==> src/cmykt_pkg.sv <==
`timescale 1ns / 1ps
// shared constants and types for the cmyk additive tint pipeline
// no dependencies; imported by every module of the block
package cmykt_pkg;

    localparam int FRACTION_BITS_DEF   = 16;
    localparam int COLOR_W             = 8;
    localparam int NUM_CH              = 3;
    localparam int NUM_LANES           = 2 * NUM_CH;
    localparam int NUMER_W             = 2 * COLOR_W;
    localparam int KM_W                = COLOR_W + 2;
    localparam int DIV_STEPS_PER_STAGE = 4;
    localparam int MAG_EXTRA_W         = 17;
    localparam int VAL_EXTRA_W         = 12;
    localparam int MIX_FIXED_STAGES    = 5;
    localparam int CFG_IDX_W           = 2;

    localparam logic [CFG_IDX_W-1:0] REG_BASE_RED   = 2'd0;
    localparam logic [CFG_IDX_W-1:0] REG_BASE_GREEN = 2'd1;
    localparam logic [CFG_IDX_W-1:0] REG_BASE_BLUE  = 2'd2;

    localparam logic [COLOR_W-1:0] CMAX      = 8'd255;
    localparam logic [COLOR_W-1:0] CEIL_BIAS = 8'd254;

    typedef logic [NUM_CH-1:0][COLOR_W-1:0] t_rgb;

    typedef struct packed {
        logic                   valid;
        logic signed [KM_W-1:0] km;
    } t_ctl;

endpackage

==> src/cmykt_cvt.sv <==
`timescale 1ns / 1ps
// front stage: max of each color, divider operands and the mixed black term
// depends on cmykt_pkg
module cmykt_cvt import cmykt_pkg::*; (
    input  logic                                i_clk,
    input  logic                                i_rst_n,
    input  logic                                i_valid,
    input  t_rgb                                i_base,
    input  t_rgb                                i_pix,
    output t_ctl                                o_ctl,
    output logic [NUM_LANES-1:0][NUMER_W-1:0]   o_numer,
    output logic [NUM_LANES-1:0][COLOR_W-1:0]   o_divisor
);

    function automatic logic [COLOR_W-1:0] max3(input t_rgb c);
        logic [COLOR_W-1:0] m;
        m = c[0];
        if (c[1] > m) m = c[1];
        if (c[2] > m) m = c[2];
        return m;
    endfunction

    logic [COLOR_W-1:0]                   mx_base;
    logic [COLOR_W-1:0]                   mx_pix;
    t_ctl                                 n_ctl;
    t_ctl                                 r_ctl;
    logic [NUM_LANES-1:0][NUMER_W-1:0]    n_numer;
    logic [NUM_LANES-1:0][NUMER_W-1:0]    r_numer;
    logic [NUM_LANES-1:0][COLOR_W-1:0]    n_divisor;
    logic [NUM_LANES-1:0][COLOR_W-1:0]    r_divisor;

    always_comb begin
        logic [COLOR_W-1:0] d;
        d         = '0;
        mx_base   = max3(i_base);
        mx_pix    = max3(i_pix);
        n_ctl.valid = i_valid;
        n_ctl.km    = KM_W'({2'b00, mx_base}) + KM_W'({2'b00, mx_pix}) - KM_W'(CMAX);
        for (int c = 0; c < NUM_CH; c++) begin
            // 255 * d as (d << 8) - d
            d = mx_base - i_base[c];
            n_numer[c]   = {d, COLOR_W'(0)} - NUMER_W'(d);
            n_divisor[c] = (mx_base == '0) ? COLOR_W'(1) : mx_base;
            d = mx_pix - i_pix[c];
            n_numer[c+NUM_CH]   = {d, COLOR_W'(0)} - NUMER_W'(d);
            n_divisor[c+NUM_CH] = (mx_pix == '0) ? COLOR_W'(1) : mx_pix;
        end
    end

    always_ff @(posedge i_clk) begin
        if (!i_rst_n) begin
            r_ctl.valid <= 1'b0;
        end else begin
            r_ctl.valid <= n_ctl.valid;
        end
        r_ctl.km  <= n_ctl.km;
        r_numer   <= n_numer;
        r_divisor <= n_divisor;
    end

    assign o_ctl     = r_ctl;
    assign o_numer   = r_numer;
    assign o_divisor = r_divisor;

endmodule

==> config.mk <==
export PLATFORM = sky130hd
export DESIGN_NAME = cmykt_cvt
export DESIGN_NICKNAME = d
export VERILOG_FILES = /design/src/cmykt_pkg.sv /design/src/cmykt_cvt.sv
export SDC_FILE = /design/constraint.sdc
export NUM_CORES = 1
export LEC_CHECK = 0
export BUFFER_PORTS_ARGS = -buffer_cell sky130_fd_sc_hd__clkbuf_2
export CORE_MARGIN = 8
export CORE_UTILIZATION = 39
export DETAILED_ROUTE_END_ITERATION = 10
export MAX_ROUTING_LAYER = met4
export PLACE_DENSITY = 0.59
export SETUP_SLACK_MARGIN = 0.05
export SLEW_MARGIN = 20
export SYNTH_ARGS = -nofsm -noshare
export SYNTH_HDL_FRONTEND = slang
export SYNTH_SLANG_ARGS = --single-unit
==> constraint.sdc <==
create_clock -name i_clk -period 15.89 [get_ports i_clk]
set_clock_uncertainty 0.15 [all_clocks]
set_input_delay 1.589 -clock i_clk [delete_from_list [all_inputs] [get_ports i_clk]]
set_output_delay 1.589 -clock i_clk [all_outputs]
set_load 0.05 [all_outputs]
=== Yosys cells after proc, flatten, opt, wreduce, memory -nomap -nowiden ===
Index checks and enable logic that the tools add are counted.

* Register bits after elaboration: 123
* Logic and storage cells: 34
* Output and inout port bits: 155

* Add/sub/neg operators: 14
* Multiplexer cells: 4
* $lt $le $gt $ge: 4
* Reductions and logical operators: 2

{| class="wikitable"
|+ Operator list
! kind !! number
|-
| subtractor 16 x 8 -> 16 bit || 6
|-
| subtractor 8 bit || 6
|-
| > comparator 8 bit || 4
|-
| 2-to-1 mux 8 bit || 4
|-
| zero test 8 bit || 2
|-
| subtractor 9 x 8 -> 10 bit (second input constant) || 1
|-
| adder 8 x 8 -> 9 bit || 1
|}

=== Longest topological paths before layout ===
* Depth in word-level cells: 6
* Mapped depth: 29
* Mapped depth without buffers: 26

=== Worst setup path after synthesis ===
No wires, ideal clock.

* Kind: input-to-reg
* Start: in i_pix[1] in the netlist's numbering
* End: reg r_numer (netlist bit o_numer[92])
* Buffers on the path: 4
* Stages on the path: 27
* Arrival: 7.080 ns
* Library setup time: 0.129 ns
* Path slack: 8.531 ns
* Cells stage by stage: inv_1 -> ha_1 -> nor2b_1 -> o211ai_1 -> o2111a_2 -> or2_1 -> buf_4 -> buf_4 -> nor2_1 -> a21oi_1 -> ha_1 -> nand4_1 -> nor2_1 -> a211oi_1 -> nor2_1 -> buf_2 -> buf_1 -> a21oi_1 -> ha_1 -> nor2b_1 -> o21a_1 -> a311o_1 -> a21o_1 -> a21oi_1 -> xor2_1 -> o311ai_1 -> xnor2_1

{| class="wikitable"
|+ RTL lines
! what !! line !! text
|-
| start: declaration || cmykt_cvt.sv:9 || <nowiki>input t_rgb i_pix,</nowiki>
|-
| end signal: assignment || cmykt_cvt.sv:57 || <nowiki>r_numer <= n_numer;</nowiki>
|-
| end: declaration || cmykt_cvt.sv:28 || <nowiki>logic [NUM_LANES-1:0][NUMER_W-1:0] r_numer;</nowiki>
|}

==> flow_metrics.py <==
metrics = {
    "synth": {
        "synth_ff_type": "dfxtp_1",
        "syn_inst": 874,
        "synth_nets": 1031,
        "synth_cell_type_count": 62,
        "synth_warnings": 0,
        "synth-async-reset-ratio_pct": 0,
        "syn-cell-area_mm2": 0.007626,
        "synth_edf_count": 0,
        "ys_seq_area_share_pct": 32.29,
        "synth-seq-cells": 123,
        "synth.avg_cell_area_um2": 8.725,
    },
    "floorplanning": {
        "die_w_um": 155.8,
        "coreArea_mm2": 0.01933,
        "pin_count": 206,
        "initial_core_util_pct": 39.44,
        "rows": 51,
        "die_area_mm2": 0.02428,
        "dieHeight_um": 155.8,
    },
    "hold_path": {
        "min_path_type": "input pin to register",
        "hold_start": "i_valid",
    },
    "critical_path": {
        "worstSetupStartpoint": "i_pix[5]",
        "crit_type": "input pin to register",
        "path_max_fanout": 19,
        "cp-end-kind": "register",
        "arrival_ns": 7.89,
        "cp-start-kind": "input pin",
        "worstPathRequired_ns": 16.04,
    },
    "grt": {
        "overflow": 0,
        "antenna_found_initial": 1,
        "grt_first_pass_wirelength_um": 31710,
        "grt_usage_pct": 17.05,
        "grt_max_degree": 27,
        "grt_pass1_vias": 6264,
    },
    "clocking": {
        "cts_num_sinks": 123,
        "tritoncts": "yes",
        "cts_buffers": 17,
        "cts_resized": 0,
        "postCtsHoldBufs": 0,
        "cts_setup_buffers": 0,
        "cts-root-buf": "clkbuf_16",
        "ctsLongestPathBuffers": 2,
        "cts_max_level": 4,
        "clk_pin_slew_ns": 0.06,
    },
    "sta": {
        "drv_slew": 0,
        "fmax_mhz": 129.1,
        "fin_crit_ns": 7.745,
        "tns_ns": 0,
        "rsz0062_at_grt": "no",
        "max-slew-margin-rel_pct": 37.24,
        "finalSetupViolations": 0,
        "tightest_slew_ns": 0.9404,
        "hold_viol_final": 0,
        "min_period_over_period_pct": 48.74,
    },
    "finish": {
        "drive_gt1_share_pct": 24.49,
        "fin_nets": 1218,
        "seqCellArea_mm2": 0.002462,
        "syn2layout_area_growth_pct": 21.56,
        "layout_common_cells": "clkbuf_2 (205), dfxtp_1 (123), ha_1 (99)",
        "final_common_cell": "clkbuf_2",
        "multi_input_area_mm2": 0.004587,
        "fill_cells": 1930,
    },
    "routing": {
        "first_pass_iters": 4,
        "ant_nets": 0,
        "via_per_inst": 4.871,
        "routedWlPerCell_um": 15.12,
        "drc": 0,
        "drt_wl_total_um": 20270,
        "drt_iter0_markers": 300,
        "route.vias.total": 6527,
    },
    "placement": {
        "portBuffers": 205,
        "globalplace.congestion": 0.9113,
        "hpwl_um": 16570,
    },
    "flow_run": {
        "cap_violations": 0,
    },
    "run_status": {
        "outcome": "completed",
    },
}
## cells by family (layout without fill, tap and decap cells)
group / after synthesis / in the layout / synth area share (%)
xor gates and xnor gates: 72 / 72 / 8.269
adders and majority gates: 106 / 106 / 18.08
and+or+nand+nor: 232 / 232 / 15.24
muxes: 2 / 2 / 0.2625
DFF: 123 / 123 / 32.29
AOI/OAI and AO/OA: 221 / 221 / 18.29
other: 0 / 1 / 0
buffers and inverters: 118 / 318 / 7.564
## path summary, 6_finish.rpt
check	end	slack, ns	depth (start not counted)
max	o_numer[92]	8.14	25
min	o_ctl[10]	1.23	2
## final cells by class
cell class	instances	share of cell area [%]
timing repair buffer	209	11.39
clock buffer	17	4.589
antenna	1	0.02699
tap	265	3.577
sequential	123	26.56
clock inverter	15	1.255
inverter	77	3.118
multi-input combinational	633	49.48
## registers in the layout, summed over array words and instances (netlist names)
| register | cells |
|---|---|
| o_numer | 96 |
| o_ctl | 11 |
| o_divisor | 16 |
## worst max-delay path, stage by stage
cell and delay [ns]:
clkbuf_2 0.11, inv_1 0.06, ha_1 0.31, a211oi_1 0.33
o211ai_1 0.17, o21ai_2 0.17, or2_1 0.53, nor2_1 0.08
a21oi_1 0.26, ha_1 0.30, nor2b_1 0.13, o211ai_1 0.17
a211oi_1 0.13, nor2_1 0.37, buf_4 0.31, nor2_1 0.08
a21oi_1 0.58, ha_1 0.42, o21a_1 0.15, a311o_1 0.39
a21o_1 0.18, a21oi_1 0.16, xor2_1 0.54, o311ai_1 0.22
xnor2_1 0.15
## metal layers
layer  global-route usage [%]  vias to the layer above  part of all wire [%]
li1                         -                     3394                     -
met4                    5.407                        0                   1.1
met2                    26.98                      164                    45
met1                    20.47                     2954                    46
met5                        -                        -                     0
met3                    5.097                       15                   7.2
## through the flow
step	instances	worst slack, ns	util (%)	hold slack, ns	cell area [um^2]
5_1_grt	1340	7.530	47.95	1.220	9270
2_1_floorplan	874	8.531	-	1.561	7626
6_report	1340	8.145	47.95	1.227	9270
3_5_place_dp	1307	7.788	45.13	1.644	8726
3_3_place_gp	1307	7.793	45.13	1.647	8726
4_1_cts	1339	8.223	47.93	1.210	9268
## Yosys cell counts, types with 6 or more instances
cell type / instances / area (um^2)
a211oi_1: 11 / 82.58
a21o_1: 15 / 112.6
a21oi_1: 86 / 430.4
a21oi_2: 6 / 52.55
and2_1: 15 / 93.84
and3_1: 7 / 43.79
buf_4: 35 / 262.8
dfxtp_1: 123 / 2462
fa_1: 7 / 140.1
ha_1: 99 / 1239
inv_1: 77 / 289.0
nand2_1: 52 / 195.2
nand2b_1: 13 / 81.33
nand3_1: 8 / 40.04
nand4_1: 9 / 56.30
nor2_1: 67 / 251.5
nor2b_1: 19 / 118.9
nor3_1: 12 / 60.06
nor4_1: 6 / 37.54
o211ai_1: 13 / 97.59
o21ai_0: 44 / 220.2
or2_2: 6 / 37.54
xnor2_1: 38 / 332.8
xor2_1: 34 / 297.8
Power is not shown: default switching activity piles up to over one toggle a cycle in this logic, so the estimate is an artifact.
