File: src/cmykt_pkg.sv
`timescale 1ns / 1ps
// shared constants and types for the cmyk additive tint pipeline
// no dependencies; imported by every module of the block
package cmykt_pkg;

    localparam int FRACTION_BITS_DEF   = 16;
    localparam int COLOR_W             = 8;
    localparam int NUM_CH              = 3;
    localparam int NUM_LANES           = 2 * NUM_CH;
    localparam int NUMER_W             = 2 * COLOR_W;
    localparam int KM_W                = COLOR_W + 2;
    localparam int DIV_STEPS_PER_STAGE = 4;
    localparam int MAG_EXTRA_W         = 17;
    localparam int VAL_EXTRA_W         = 12;
    localparam int MIX_FIXED_STAGES    = 5;
    localparam int CFG_IDX_W           = 2;

    localparam logic [CFG_IDX_W-1:0] REG_BASE_RED   = 2'd0;
    localparam logic [CFG_IDX_W-1:0] REG_BASE_GREEN = 2'd1;
    localparam logic [CFG_IDX_W-1:0] REG_BASE_BLUE  = 2'd2;

    localparam logic [COLOR_W-1:0] CMAX      = 8'd255;
    localparam logic [COLOR_W-1:0] CEIL_BIAS = 8'd254;

    typedef logic [NUM_CH-1:0][COLOR_W-1:0] t_rgb;

    typedef struct packed {
        logic                   valid;
        logic signed [KM_W-1:0] km;
    } t_ctl;

endpackage

File: src/cmykt_div.sv
`timescale 1ns / 1ps
// pipelined restoring divider, six lanes, four quotient bits per stage
// depends on cmykt_pkg
module cmykt_div import cmykt_pkg::*; #(
    parameter int FRACTION_BITS = FRACTION_BITS_DEF
) (
    input  logic                                              i_clk,
    input  logic                                              i_rst_n,
    input  t_ctl                                              i_ctl,
    input  logic [NUM_LANES-1:0][NUMER_W-1:0]                 i_numer,
    input  logic [NUM_LANES-1:0][COLOR_W-1:0]                 i_divisor,
    output t_ctl                                              o_ctl,
    output logic [NUM_LANES-1:0][COLOR_W+FRACTION_BITS-1:0]   o_quot
);

    localparam int QW   = COLOR_W + FRACTION_BITS;
    localparam int NSTG = (QW + DIV_STEPS_PER_STAGE - 1) / DIV_STEPS_PER_STAGE;

    t_ctl                                 stg_ctl [NSTG+1];
    logic [NUM_LANES-1:0][COLOR_W-1:0]    stg_rem [NSTG+1];
    logic [NUM_LANES-1:0][QW-1:0]         stg_qf  [NSTG+1];
    logic [NUM_LANES-1:0][COLOR_W-1:0]    stg_div [NSTG+1];
    logic [NUM_LANES-1:0][COLOR_W-1:0]    in_rem;
    logic [NUM_LANES-1:0][QW-1:0]         in_qf;

    // upper numerator byte is already below the divisor
    always_comb begin
        for (int l = 0; l < NUM_LANES; l++) begin
            in_rem[l] = i_numer[l][NUMER_W-1:COLOR_W];
            in_qf[l]  = {i_numer[l][COLOR_W-1:0], FRACTION_BITS'(0)};
        end
    end

    assign stg_ctl[0] = i_ctl;
    assign stg_rem[0] = in_rem;
    assign stg_qf[0]  = in_qf;
    assign stg_div[0] = i_divisor;

    for (genvar s = 0; s < NSTG; s++) begin : g_stg
        logic [NUM_LANES-1:0][COLOR_W-1:0] n_rem;
        logic [NUM_LANES-1:0][COLOR_W-1:0] r_rem;
        logic [NUM_LANES-1:0][QW-1:0]      n_qf;
        logic [NUM_LANES-1:0][QW-1:0]      r_qf;
        logic [NUM_LANES-1:0][COLOR_W-1:0] r_div;
        t_ctl                              r_ctl;

        always_comb begin
            logic [COLOR_W:0] sh;
            logic             ge;
            sh    = '0;
            ge    = 1'b0;
            n_rem = stg_rem[s];
            n_qf  = stg_qf[s];
            for (int l = 0; l < NUM_LANES; l++) begin
                for (int j = 0; j < DIV_STEPS_PER_STAGE; j++) begin
                    if (s * DIV_STEPS_PER_STAGE + j < QW) begin
                        sh       = {n_rem[l], n_qf[l][QW-1]};
                        ge       = (sh >= {1'b0, stg_div[s][l]});
                        n_rem[l] = ge ? COLOR_W'(sh - {1'b0, stg_div[s][l]})
                                      : sh[COLOR_W-1:0];
                        n_qf[l]  = {n_qf[l][QW-2:0], ge};
                    end
                end
            end
        end

        always_ff @(posedge i_clk) begin
            if (!i_rst_n) begin
                r_ctl.valid <= 1'b0;
            end else begin
                r_ctl.valid <= stg_ctl[s].valid;
            end
            r_ctl.km <= stg_ctl[s].km;
            r_rem    <= n_rem;
            r_qf     <= n_qf;
            r_div    <= stg_div[s];
        end

        assign stg_ctl[s+1] = r_ctl;
        assign stg_rem[s+1] = r_rem;
        assign stg_qf[s+1]  = r_qf;
        assign stg_div[s+1] = r_div;
    end

    assign o_ctl  = stg_ctl[NSTG];
    assign o_quot = stg_qf[NSTG];

endmodule

File: config.mk
export PLATFORM = sky130hd
export DESIGN_NAME = cmykt_div
export DESIGN_NICKNAME = d
export VERILOG_FILES = /design/src/cmykt_pkg.sv /design/src/cmykt_div.sv
export SDC_FILE = /design/constraint.sdc
export NUM_CORES = 2
export LEC_CHECK = 0
export ABC_CLOCK_PERIOD_IN_PS = 17800
export BUFFER_PORTS_ARGS = -buffer_cell sky130_fd_sc_hd__clkbuf_2
export CORE_ASPECT_RATIO = 0.6
export CORE_MARGIN = 10
export CORE_UTILIZATION = 65
export CTS_BUF_LIST = sky130_fd_sc_hd__clkbuf_16
export CTS_CLUSTER_SIZE = 40
export DETAILED_ROUTE_END_ITERATION = 8
export PLACE_DENSITY = 0.94
export SLEW_MARGIN = 10
export SYNTH_ARGS = -nofsm -noshare
export SYNTH_HDL_FRONTEND = slang
export SYNTH_SLANG_ARGS = --single-unit
export TNS_END_PERCENT = 10
File: constraint.sdc
create_clock -name i_clk -period 17.8 [get_ports i_clk]
set_input_delay 1.78 -clock i_clk [delete_from_list [all_inputs] [get_ports i_clk]]
set_output_delay 1.78 -clock i_clk [all_outputs]
set_load 0.05 [all_outputs]
# Word-level counts from Yosys, hierarchy flattened
# Index checks and enable logic that the tools add are counted.
classes:
  addsub: 138
  mul: 0
  div_mod_pow: 0
  n_lt_le_gt_ge: 144
  n_eq_ne: 0
  n_shift: 0
  muxes: 138
  bitwise: 0
  reduce_logical: 0
op_table:
  columns: ["cell", "count"]
  rows:
  - ["$ge 9x8->1", 144]
  - ["$mux 8", 138]
  - ["$sub 8x8->8", 138]
totals:
  regBits: 1074
  latch_bits: 0
  ramBits: 0
  mem_bits_ro: 0
  in_bits: 157
  out_inout_bits: 155
  word_cells: 546
  mem_count: 0

# Logic depth before layout (Yosys ltp)
logic_depth:
  word_depth: 8
  mapped_depth: 43
  depth_no_buf: 39

# Worst setup path after synthesis
# Ideal clock, no wire load.
synth_timing:
  path_kind: "input to register"
  start: "in i_divisor[17] (netlist name)"
  end: "reg g_stg[0].r_rem[18] (netlist name)"
  setup_time_ns: 0.121
  t_arrival_ns: 9.822
  required_time_ns: 17.679
  path_slack_ns: 7.857
  path_stages: 38
  n_path_buf: 3
  path_cell_list: "inv_1 -> ha_1 -> nor2b_1 -> o31a_1 -> o311ai_0 -> nand2b_1 -> clkbuf_1 -> o21ai_0 -> inv_1 -> ha_1 -> nor2b_1 -> o31a_1 -> o31a_1 -> o221ai_1 -> o211ai_1 -> clkbuf_1 -> o21ai_0 -> inv_1 -> (+2 left out) -> o21a_1 -> o21a_1 -> o21ai_0 -> a21oi_1 -> o21ai_0 -> and3_1 -> clkbuf_1 -> mux2i_1 -> ha_1 -> a21oi_1 -> o21ai_0 -> a31o_2 -> a21o_1 -> a21oi_1 -> a21oi_1 -> a211oi_2 -> clkinv_1 -> mux2_2"
synth_lines:
  columns: ["element", "line", "text"]
  rows:
  - ["from (decl)", "cmykt_div.sv:11", "input logic [NUM_LANES-1:0][COLOR_W-1:0] i_divisor,"]
  - ["to (signal assigned)", "cmykt_div.sv:74", "r_rem <= n_rem;"]
  - ["to (decl)", "cmykt_div.sv:41", "logic [NUM_LANES-1:0][COLOR_W-1:0] r_rem;"]

==> flow_summary.ini <==
[clock_tree]
cts.sinks = 1074
cts-buffers-inserted = 102
clk_pin_slew_ns = 0.08
clk_latency_ns = 0.75
hold_buffers = 0
cts.htree.levels = 3
cts_tree = done
cts_resized = 0
clockRootBuffer = clkbuf_16
post_cts_buffers = 0
clockBufferDepth = 3

[layout]
nets = 10500
drive_gt1_share_pct = 12.8
fin_cells = 10900
syn_to_final_growth_pct = 8.72

[timing]
period_share_pct = 63.0
clock_skew_ns = 0.0413
finalMaxSlewViolations = 0
fin_crit_ns = 11.21
setup_tns_ns = 0
fmax_mhz = 89.2
rsz0062_at_grt = false
setup_viol_count_final = 0
tightest_slew_ns = 1.10
slew_headroom_pct = 26.8
timing_hold_violations_final = 0
hold_slack_ns = 0.314

[setup_path]
arrival_ns = 11.81
worst-path-buf-inv = 4
critPathMaxStageDelay_ns = 0.79
slowest_stage = o21ai_1
crit_cells = 38
crit_type = input pin to flop
cp-start-kind = input pin
cp-endpoint = g_stg[0].r_rem[26]
critPathCaptureType = flop
cp_common_cell = a21oi_1
startpoint = i_divisor[25]
required_ns = 18.40
r2r_cells = 32
rrSetupSlack_ns = 6.89
crit_family = compound AO/OA/AOI/OAI gates
path_max_fanout = 15
timing.rr.start = g_stg[1].r_div[1]
rr_endpoint = g_stg[2].r_rem[7]

[place]
gp_congestion = 0.997
port_buffers = 311
place_inst = 10700
place_hpwl_um = 179000

[status]
violations = DRC
outcome = finished with violations

[global_route]
grt_max_degree = 21
grt_pass1_wl_um = 355000
use_met3_pct = 7.77
use_met2_pct = 47.2
use_met1_pct = 45.2
grt.total_usage_pct = 31.6
grt_pass1_vias = 66700
antenna_found_initial = 12
grt-ovfl-total = 0
busiest_layer = met2

[logic_synthesis]
synth_fp_nets = 10200
synth-seq-cells = 1074
synthCells = 8844
avgSynthCellArea_um2 = 8.88
ys_types = 95
ys_warn_count = 0
synth_edf_count = 0
yosysSeqAreaShare_pct = 27.4
synthesis.area_mm2 = 0.0785
ys.flop_type = dfxtp_1
synthArstFlopShare_pct = 0

[floorplanning]
core_area_mm2 = 0.120
die-area_mm2 = 0.136
num_rows = 98
start_util_pct = 65.7
die_w_um = 469
die_h_um = 289
pin_count = 312

[detailed_routing]
drt_first_pass_iters = 9
final_antenna_net_count = 0
drc = 2
dr.first_iter.drc_count = 8174
finalWirelength_um = 224000
num_vias = 69400
avgRoutedWirePerCell_um = 20.6
viasPerCell = 6.38

[hold_path]
hp-class = flop to flop

[job]
drv_cap = 0
## Yosys cell counts, types with 20 or more instances
master / instances / area share (%)
or3_1: 49 / 0.39
mux2_2: 496 / 7.1
o21a_1: 230 / 2.2
xor2_1: 195 / 2.2
o41ai_1: 25 / 0.28
dfxtp_1: 1074 / 27
and4_1: 46 / 0.51
xnor2_1: 457 / 5.1
clkbuf_1: 88 / 0.42
a221o_1: 36 / 0.46
a21o_1: 191 / 1.8
o31ai_1: 63 / 0.60
or2_2: 87 / 0.69
o211ai_1: 57 / 0.54
a211oi_1: 65 / 0.62
ha_1: 1080 / 17
o21ai_0: 449 / 2.9
inv_1: 656 / 3.1
nor2_1: 713 / 3.4
o31a_1: 47 / 0.52
nand2_1: 376 / 1.8
fa_1: 72 / 1.8
a31o_2: 28 / 0.31
and2_1: 73 / 0.58
nor2b_1: 206 / 1.6
o2111ai_1: 23 / 0.26
nor3_1: 253 / 1.6
and3_1: 69 / 0.55
a21oi_1: 570 / 3.6
a31oi_1: 83 / 0.66
a21boi_0: 53 / 0.51
o21bai_1: 70 / 0.67
o221ai_1: 24 / 0.27
nand2b_1: 118 / 0.94
nand3b_1: 20 / 0.19
mux2i_1: 115 / 1.5
nand3_1: 136 / 0.87
nand4_1: 99 / 0.79
## cell type report
| class | instances | area, um2 |
|---|---|---|
| Multi-Input combinational cell | 6992 | 54100 |
| Fill cell | 8661 | 34200 |
| Sequential cell | 1074 | 21500 |
| Clock buffer | 102 | 2550 |
| Inverter | 678 | 2540 |
| Tap cell | 1600 | 2000 |
| Timing Repair Buffer | 337 | 1750 |
| Clock inverter | 89 | 906 |
| Antenna cell | 9 | 22.5 |
## cell usage in the layout, fill, tap and decap left out, types with 206 or more instances in the layout
cell type,netlist,final
nand2_1,376,376
dfxtp_1,1074,1074
a21oi_1,570,570
nor2b_1,206,206
inv_1,656,667
o21ai_0,449,449
clkbuf_2,0,311
nor3_1,253,253
o21a_1,230,230
ha_1,1080,1080
nor2_1,713,713
mux2_2,496,496
xnor2_1,457,457
## routing by layer
metal  share of wire [%]  vias up
met5               0.017        -
met4                 2.6        6
met3                  11      521
met2                  41     3640
met1                  45    32500
li1                    -    32800
## registers in the layout, summed over array words and instances (netlist names)
name         flops
g_stg.r_qf     384
g_stg.r_ctl     55
g_stg.r_div    240
g_stg.r_rem    240
o_quot         144
o_ctl           11
## worst min-delay path by stage
stage / startpoint / endpoint / slack, ns / cells after the start
final: g_stg[2].r_qf[54] / g_stg[3].r_qf[58] / 0.31 / 0
after global routing: g_stg[1].r_qf[6] / g_stg[2].r_qf[10] / 0.32 / 0
after CTS: g_stg[4].r_qf[28] / o_quot[32] / 0.32 / 0
after detailed placement: g_stg[1].r_qf[51] / g_stg[2].r_qf[55] / 0.31 / 0
after global placement: g_stg[3].r_ctl[2] / g_stg[4].r_ctl[2] / 0.31 / 0
after floorplan: g_stg[0].r_ctl[0] / g_stg[1].r_ctl[0] / 0.31 / 0
## per-stage QoR
stage | area (um2) | util, % | setup WS (ns)
after floorplan | 78500 | - | 7.86
after global placement | 81900 | 68.5 | 6.65
after detailed placement | 81900 | 68.5 | 6.28
after CTS | 85400 | 71.4 | 7.01
after global routing | 85400 | 71.4 | 5.92
final | 85400 | 71.4 | 6.59
## logic make-up after synthesis
group	count (synthesis)	synth area share (%)
AOI/OAI and AO/OA	2252	19.1
buffers and inverters	778	3.75
DFF	1074	27.4
muxes	623	8.80
xor gates and xnor gates	652	7.27
adders and majority gates	1152	19.0
and+or+nand+nor	2313	14.7
## worst register-to-register path, delay by kind of cell, from the launching register on
family | cells | cell delay [ns]
DFF | 1 | 0.49
and+or+nand+nor | 7 | 2.13
AOI/OAI and AO/OA | 18 | 6.03
adders and majority gates | 4 | 1.33
muxes | 2 | 0.59
buffers and inverters | 1 | 0.21
Power is left out: the tool's default activity adds up to more than one toggle a clock period on the data nets, which glitch-free logic cannot reach.
