**src/cmykt_pkg.sv**
```systemverilog
`timescale 1ns / 1ps
// shared constants and types for the cmyk additive tint pipeline
// no dependencies; imported by every module of the block
package cmykt_pkg;

    localparam int FRACTION_BITS_DEF   = 16;
    localparam int COLOR_W             = 8;
    localparam int NUM_CH              = 3;
    localparam int NUM_LANES           = 2 * NUM_CH;
    localparam int NUMER_W             = 2 * COLOR_W;
    localparam int KM_W                = COLOR_W + 2;
    localparam int DIV_STEPS_PER_STAGE = 4;
    localparam int MAG_EXTRA_W         = 17;
    localparam int VAL_EXTRA_W         = 12;
    localparam int MIX_FIXED_STAGES    = 5;
    localparam int CFG_IDX_W           = 2;

    localparam logic [CFG_IDX_W-1:0] REG_BASE_RED   = 2'd0;
    localparam logic [CFG_IDX_W-1:0] REG_BASE_GREEN = 2'd1;
    localparam logic [CFG_IDX_W-1:0] REG_BASE_BLUE  = 2'd2;

    localparam logic [COLOR_W-1:0] CMAX      = 8'd255;
    localparam logic [COLOR_W-1:0] CEIL_BIAS = 8'd254;

    typedef logic [NUM_CH-1:0][COLOR_W-1:0] t_rgb;

    typedef struct packed {
        logic                   valid;
        logic signed [KM_W-1:0] km;
    } t_ctl;

endpackage

```
**src/cmykt_mix.sv**
```systemverilog
`timescale 1ns / 1ps
// back end: cmy sum, scale by black term, floor divide by 255, clamp to rgb
// depends on cmykt_pkg
module cmykt_mix import cmykt_pkg::*; #(
    parameter int FRACTION_BITS = FRACTION_BITS_DEF
) (
    input  logic                                              i_clk,
    input  logic                                              i_rst_n,
    input  t_ctl                                              i_ctl,
    input  logic [NUM_LANES-1:0][COLOR_W+FRACTION_BITS-1:0]   i_quot,
    output logic                                              o_valid,
    output t_rgb                                              o_rgb
);

    localparam int QW = COLOR_W + FRACTION_BITS;
    localparam int SW = QW + 1;
    localparam int PW = SW + 1 + KM_W;
    localparam int XW = FRACTION_BITS + MAG_EXTRA_W;
    localparam int NS = (XW + COLOR_W - 1) / COLOR_W;
    localparam int VW = FRACTION_BITS + VAL_EXTRA_W;

    // cmy sum
    t_ctl                           r_s_ctl;
    logic [NUM_CH-1:0][SW-1:0]      n_csum;
    logic [NUM_CH-1:0][SW-1:0]      r_csum;

    always_comb begin
        for (int c = 0; c < NUM_CH; c++) begin
            n_csum[c] = SW'(i_quot[c]) + SW'(i_quot[c+NUM_CH]);
        end
    end

    always_ff @(posedge i_clk) begin
        if (!i_rst_n) begin
            r_s_ctl.valid <= 1'b0;
        end else begin
            r_s_ctl.valid <= i_ctl.valid;
        end
        r_s_ctl.km <= i_ctl.km;
        r_csum     <= n_csum;
    end

    // signed product with (255 - k)
    t_ctl                           r_p_ctl;
    logic [NUM_CH-1:0][PW-1:0]      n_prod;
    logic [NUM_CH-1:0][PW-1:0]      r_prod;

    always_comb begin
        logic signed [PW-1:0] pa;
        logic signed [PW-1:0] pb;
        pa = '0;
        pb = PW'($signed(r_s_ctl.km));
        for (int c = 0; c < NUM_CH; c++) begin
            pa        = PW'($signed({1'b0, r_csum[c]}));
            n_prod[c] = pa * pb;
        end
    end

    always_ff @(posedge i_clk) begin
        if (!i_rst_n) begin
            r_p_ctl.valid <= 1'b0;
        end else begin
            r_p_ctl.valid <= r_s_ctl.valid;
        end
        r_p_ctl.km <= r_s_ctl.km;
        r_prod     <= n_prod;
    end

    // magnitude for floor division, negative side biased by 254
    t_ctl                           r_x_ctl;
    logic [NUM_CH-1:0]              n_neg;
    logic [NUM_CH-1:0]              r_neg;
    logic [NUM_CH-1:0][XW-1:0]      n_x;
    logic [NUM_CH-1:0][XW-1:0]      r_x;

    always_comb begin
        for (int c = 0; c < NUM_CH; c++) begin
            n_neg[c] = r_prod[c][PW-1];
            n_x[c]   = n_neg[c] ? XW'(PW'(CEIL_BIAS) - r_prod[c]) : XW'(r_prod[c]);
        end
    end

    always_ff @(posedge i_clk) begin
        if (!i_rst_n) begin
            r_x_ctl.valid <= 1'b0;
        end else begin
            r_x_ctl.valid <= r_p_ctl.valid;
        end
        r_x_ctl.km <= r_p_ctl.km;
        r_neg      <= n_neg;
        r_x        <= n_x;
    end

    // divide by 255 one byte digit per stage: x = 255*h + (h + l)
    t_ctl                           stg_ctl [NS+1];
    logic [NUM_CH-1:0]              stg_neg [NS+1];
    logic [NUM_CH-1:0][XW-1:0]      stg_y   [NS+1];
    logic [NUM_CH-1:0][XW-1:0]      stg_q   [NS+1];

    assign stg_ctl[0] = r_x_ctl;
    assign stg_neg[0] = r_neg;
    assign stg_y[0]   = r_x;
    assign stg_q[0]   = '0;

    for (genvar s = 0; s < NS; s++) begin : g_d255
        logic [NUM_CH-1:0][XW-1:0] n_y;
        logic [NUM_CH-1:0][XW-1:0] r_y;
        logic [NUM_CH-1:0][XW-1:0] n_q;
        logic [NUM_CH-1:0][XW-1:0] r_q;
        logic [NUM_CH-1:0]         r_sneg;
        t_ctl                      r_ctl;

        always_comb begin
            for (int c = 0; c < NUM_CH; c++) begin
                n_y[c] = XW'(stg_y[s][c][XW-1:COLOR_W]) + XW'(stg_y[s][c][COLOR_W-1:0]);
                n_q[c] = stg_q[s][c] + XW'(stg_y[s][c][XW-1:COLOR_W]);
            end
        end

        always_ff @(posedge i_clk) begin
            if (!i_rst_n) begin
                r_ctl.valid <= 1'b0;
            end else begin
                r_ctl.valid <= stg_ctl[s].valid;
            end
            r_ctl.km <= stg_ctl[s].km;
            r_sneg   <= stg_neg[s];
            r_y      <= n_y;
            r_q      <= n_q;
        end

        assign stg_ctl[s+1] = r_ctl;
        assign stg_neg[s+1] = r_sneg;
        assign stg_y[s+1]   = r_y;
        assign stg_q[s+1]   = r_q;
    end

    // last correction of the quotient
    t_ctl                           r_f_ctl;
    logic [NUM_CH-1:0]              r_f_neg;
    logic [NUM_CH-1:0][XW-1:0]      n_fq;
    logic [NUM_CH-1:0][XW-1:0]      r_fq;

    always_comb begin
        for (int c = 0; c < NUM_CH; c++) begin
            n_fq[c] = stg_q[NS][c] + XW'(stg_y[NS][c] >= XW'(CMAX));
        end
    end

    always_ff @(posedge i_clk) begin
        if (!i_rst_n) begin
            r_f_ctl.valid <= 1'b0;
        end else begin
            r_f_ctl.valid <= stg_ctl[NS].valid;
        end
        r_f_ctl.km <= stg_ctl[NS].km;
        r_f_neg    <= stg_neg[NS];
        r_fq       <= n_fq;
    end

    // v = (255 - k) * one - floor(p / 255), then truncate and clamp
    logic   r_valid;
    t_rgb   n_rgb;
    t_rgb   r_rgb;

    always_comb begin
        logic signed [VW-1:0] kmf;
        logic        [VW-1:0] v;
        kmf = VW'($signed(r_f_ctl.km)) <<< FRACTION_BITS;
        v   = '0;
        for (int c = 0; c < NUM_CH; c++) begin
            v = r_f_neg[c] ? (kmf + VW'(r_fq[c])) : (kmf - VW'(r_fq[c]));
            if (v[VW-1]) begin
                n_rgb[c] = '0;
            end else if (|v[VW-2:FRACTION_BITS+COLOR_W]) begin
                n_rgb[c] = CMAX;
            end else begin
                n_rgb[c] = v[FRACTION_BITS+COLOR_W-1:FRACTION_BITS];
            end
        end
    end

    always_ff @(posedge i_clk) begin
        if (!i_rst_n) begin
            r_valid <= 1'b0;
        end else begin
            r_valid <= r_f_ctl.valid;
        end
        r_rgb <= n_rgb;
    end

    assign o_valid = r_valid;
    assign o_rgb   = r_rgb;

endmodule

```
**config.mk**
```make
export PLATFORM = sky130hd
export DESIGN_NAME = cmykt_mix
export DESIGN_NICKNAME = d
export VERILOG_FILES = /design/src/cmykt_pkg.sv /design/src/cmykt_mix.sv
export SDC_FILE = /design/constraint.sdc
export NUM_CORES = 2
export LEC_CHECK = 0
export BUFFER_PORTS_ARGS = -buffer_cell sky130_fd_sc_hd__buf_4
export CAP_MARGIN = 20
export CORE_ASPECT_RATIO = 0.6
export CORE_MARGIN = 4
export CORE_UTILIZATION = 64
export CTS_CLUSTER_SIZE = 30
export DETAILED_ROUTE_END_ITERATION = 8
export PLACE_DENSITY = 0.81
export SLEW_MARGIN = 10
export SYNTH_ARGS = -nofsm -noshare
export SYNTH_HDL_FRONTEND = slang
export SYNTH_SLANG_ARGS = --single-unit
```
**constraint.sdc**
```tcl
create_clock -name i_clk -period 6.4 [get_ports i_clk]
set_input_delay 0.64 -clock i_clk [delete_from_list [all_inputs] [get_ports i_clk]]
set_output_delay 0.64 -clock i_clk [all_outputs]
set_load 0.01 [all_outputs]
```
# Yosys cells after proc, flatten, opt, wreduce, memory -nomap -nowiden
# Index checks and enable logic that the tools add are counted.
# classes
n_addsub,42
magnitude_cmp,3
shifts,0
bitwise,0
n_eq_ne,0
muxes,9
div,0
n_reduce_logical,3
n_mul,3
# op_table
op,n
$add A28 B1 Y28,6
$mul A26 B10 Y36,3
$mux W33,3
$sub A8 B33 Y33 const A,3
$add A27 B4 Y28,3
$add A28 B28 Y28,3
$mux W28,3
$sub A28 B28 Y28,3
$add A26 B11 Y27,3
$add A25 B18 Y26,3
$add A25 B8 Y26,3
$add A24 B24 Y25,3
$add A18 B8 Y19,3
$add A11 B8 Y12,3
$add A1 B8 Y9,3
$add A4 B8 Y9,3
$ge A9 B8 Y1 const B,3
$mux W8,3
$reduce_or A3 Y1,3
# totals
mem_count,0
regBits,1138
word_cells,131
romBits,0
inputBits,157
out_inout_bits,25
ramBits,0
latchBits,0

# Longest topological paths before layout
# depth
word_depth,4
mapped_depth,24
ltp_nobuf,22

# Worst setup path after synthesis
# Ideal clock, no wire load.
# synth_path
path_kind,flip-flop to flip-flop
from,register r_s_ctl[6] (netlist name)
to,register r_prod[68] (netlist name)
arrival_time_ps,5852
path_slack_ps,476
path_buffers,2
stages_incl_launch_ff,23
path_cell_list,dfxtp_1 -> clkbuf_1 -> clkbuf_1 -> nand2_1 -> fa_1 -> inv_1 -> fa_1 -> fa_1 -> fa_1 -> inv_1 -> fa_1 -> inv_1 -> ha_1 -> a21o_1 -> a21o_1 -> a221o_1 -> o211ai_1 -> a311oi_1 -> o21ai_1 -> a21bo_1 -> a21oi_1 -> o41ai_1 -> xnor2_1
# synth_lines
item,line,rtl
start: declaration,cmykt_mix.sv:23,t_ctl r_s_ctl;
end signal: assignment,cmykt_mix.sv:66,r_prod <= n_prod;
end: declaration,cmykt_mix.sv:46,logic [NUM_CH-1:0][PW-1:0] r_prod;

==> run_results.csv <==
group,metric,value,unit
placement,portBuffers,181,
clocking,clk_path_buf_depth,3,
timing,final-hold-violation-count,0,
timing,fmax,161,MHz
yosys,synth_common_cells,"1132 x dfxtp_1, 904 x inv_1, 706 x nand2_1, 630 x ha_1, 576 x fa_1",
global_route,gr-total-overflow,0,
timing,report.final.slew_viol_count,0,
yosys,synth-edff-count,0,
die,core_area,107000,um^2
routing,wl_per_cell,17.1,um
placement,place_ws,328,ps
critical_path,cp_top_family,"adder cells",
critical_path,crit_buf_inv,4,
yosys,syn_area_per_cell,9.59,um^2
clocking,cts_sinks,1132,
critical_path,crit_fanout,42,
global_route,grt_pass1_vias,49283,
global_route,grt_usage,0.267,
clocking,h-tree-depth,3,
min_path,min_path_type,"input port to flip-flop",
yosys,synth_seq_area_share,0.327,
placement,dp_hpwl,119,mm
routing,drc,0,
yosys,yosysTopAreaCell,"dfxtp_1",
cells_and_area,nNetsFinal,8741,
routing,antenna_left,0,
global_route,grt_pass1_wl,251,mm
routing,vias,48670,
critical_path,critPathLaunchType,"flip-flop",
global_route,antenna_found_initial,5,
timing,min_period_over_period,0.968,
critical_path,crit_type,"flip-flop to flip-flop",
clocking,cts_setup_buffers,0,
yosys,synth_ff_type,"dfxtp_1",
timing,layout_setup_ws,202,ps
yosys,synth.most_common_cell,"dfxtp_1",
clocking,cts_tree,"done",
critical_path,crit_required,7020,ps
yosys,netlist_instances,7225,
routing,dr.pass1.iters,6,
die,dieArea,114000,um^2
yosys,netlist.area_leader.share,0.327,
critical_path,critical_path_arrival,6820,ps
routing,routed_wl,152,mm
die,ioPinCount,182,
yosys,synthArstFlopShare,0,
die,floorplan.initialDensity,0.645,
die,die_w,433,um
cells_and_area,areaGrowthSynthToFinish,9.09,%
die,die_h,263,um
routing,viasPerCell,5.48,
yosys,synth-seq-cells,1132,
critical_path,critPathSlowestCell,"fa_1",
yosys,syn_area,69300,um^2
placement,gp_congestion,0.943,
critical_path,max_stage_delay,570,ps
run,cap_violations,0,
critical_path,crit_path_frequent_cell,"fa_1",
global_route,grt_start_max_net_pins,49,
critical_path,worstPathCellList,"buf_12 > nand2_1 > fa_1 > inv_1 > fa_1 > fa_1 > fa_1 > inv_1 > fa_1 > inv_1 > ha_1 > a21o_1 > a21o_1 > a21oi_1 > o311ai_1 > a211o_1 > a31o_1 > a21oi_1 > o311ai_1 > a21oi_1 > xnor2_1",
clocking,numCtsBuffers,98,
yosys,synth_top_cells_by_area,"dfxtp_1 33%, fa_1 17%, ha_1 11%",
clocking,clk_latency,710,ps
cells_and_area,drive_gt1_frac,0.0594,
yosys,synth-warning-count,0,
die,num_rows,93,
timing,relSlewSlack,0.289,
routing,drt_first_iter_violations,3438,
clocking,cts-root-buf,"clkbuf_16",
timing,rsz0062_at_grt,"true",
timing,setup-violations-final,0,
yosys,syn-num-nets,8588,
critical_path,endpoint_kind,"flip-flop",
timing,tightest_slew,1070,ps
yosys,synthDistinctLibCells,79,
clocking,path_clk_slew,70,ps
timing,period_minus_slack,6200,ps
timing,skew,21.5,ps
timing,holdWs,53.2,ps
status,status,"complete, no violations",
==> cells by family (layout without fill, tap and decap cells) <==
| kind of cell | after synthesis | in the layout | share of synthesized area |
|---|---|---|---|
| other cells | 0 | 2 | 0 |
| flops | 1132 | 1132 | 0.327 |
| xor+xnor | 807 | 807 | 0.102 |
| simple gates | 2032 | 2032 | 0.143 |
| buf+inv | 1094 | 1321 | 0.0592 |
| compound gates | 945 | 945 | 0.0872 |
| fa+ha+maj | 1206 | 1206 | 0.280 |
| mux | 9 | 9 | 0.00130 |
==> placed cells by master (no fill, tap or decap), types with 59 or more instances in the layout <==
master / Yosys / final
nand4_1: 64 / 64
xor2_1: 233 / 233
and2_1: 289 / 289
nor3_1: 59 / 59
buf_4: 0 / 223
a21o_1: 139 / 139
dfxtp_1: 1132 / 1123
nor2_1: 332 / 332
and3_1: 108 / 108
a21oi_1: 286 / 286
nand2b_1: 73 / 73
o21ai_1: 84 / 84
clkbuf_16: 0 / 99
nor2b_1: 76 / 76
o21bai_1: 65 / 65
nand3_1: 202 / 202
xnor2_1: 574 / 574
fa_1: 576 / 576
ha_1: 630 / 630
inv_1: 904 / 904
o21ai_0: 114 / 114
nand2_1: 706 / 706
==> through the flow <==
stage | TNS [ps] | util | cell area (um^2) | instances
after floorplan | 0 | - | 69300 | 7225
after global placement | 0 | 0.673 | 72300 | 8702
after detailed placement | 0 | 0.673 | 72300 | 8702
after CTS | 0 | 0.703 | 75500 | 8876
after global routing | -67.9 | 0.704 | 75600 | 8878
final | 0 | 0.704 | 75600 | 8879
==> per-layer routing <==
metal | vias up | share of wire | GRT usage
met3 | 232 | 0.096 | 0.0788
met5 | - | 0 | 0
li1 | 23688 | - | -
met1 | 22980 | 0.47 | 0.390
met2 | 1770 | 0.42 | 0.393
met4 | 0 | 0.021 | 0.0594
==> worst register-to-register path, cell delays in order (launching register included) <==
cell and delay (ps):
dfxtp_2 480, buf_12 280, nand2_1 140, fa_1 570
inv_1 50, fa_1 460, fa_1 510, fa_1 540
inv_1 60, fa_1 540, inv_1 50, ha_1 360
a21o_1 190, a21o_1 170, a21oi_1 170, o311ai_1 190
a211o_1 340, a31o_1 250, a21oi_1 300, o311ai_1 150
a21oi_1 190, xnor2_1 130
==> layout make-up <==
| class | count | area [um^2] |
|---|---|---|
| Inverter | 913 | 3430 |
| Clock buffer | 124 | 2680 |
| Tap cell | 1425 | 1780 |
| Multi-Input combinational cell | 4999 | 42600 |
| Clock inverter | 50 | 571 |
| Sequential cell | 1132 | 22700 |
| Antenna cell | 2 | 5.00 |
| Timing Repair Buffer | 234 | 1890 |
| Fill cell | 7852 | 31800 |
==> flip-flops by register name (all words and copies together), names as in the netlist, 15 cells and up <==
register and flops:
r_fq 84, o_rgb 24, g_d255.r_y 225, r_prod 99, g_d255.r_q 402, r_csum 75
g_d255.r_ctl 55, r_x 99, g_d255.r_sneg 15
==> final timing paths <==
kind	slack, ps	startpoint	end	cells after the start
worst max-delay path	200	r_s_ctl[6]	r_prod[104]	21
worst min-delay path	50	i_ctl[0]	r_s_ctl[0]	1
worst max register to register	200	r_s_ctl[6]	r_prod[104]	21
worst min register to register	310	g_d255[3].r_sneg[1]	g_d255[4].r_sneg[1]	0
==> repair_timing <==
action / 4_1_cts / 5_1_grt
setup endpoints to repair: 0 / 10
resized for setup: 0 / 10
hold buffers: 0 / 0
Power is not shown: default switching activity piles up to over one toggle a cycle in this logic, so the estimate is an artifact.
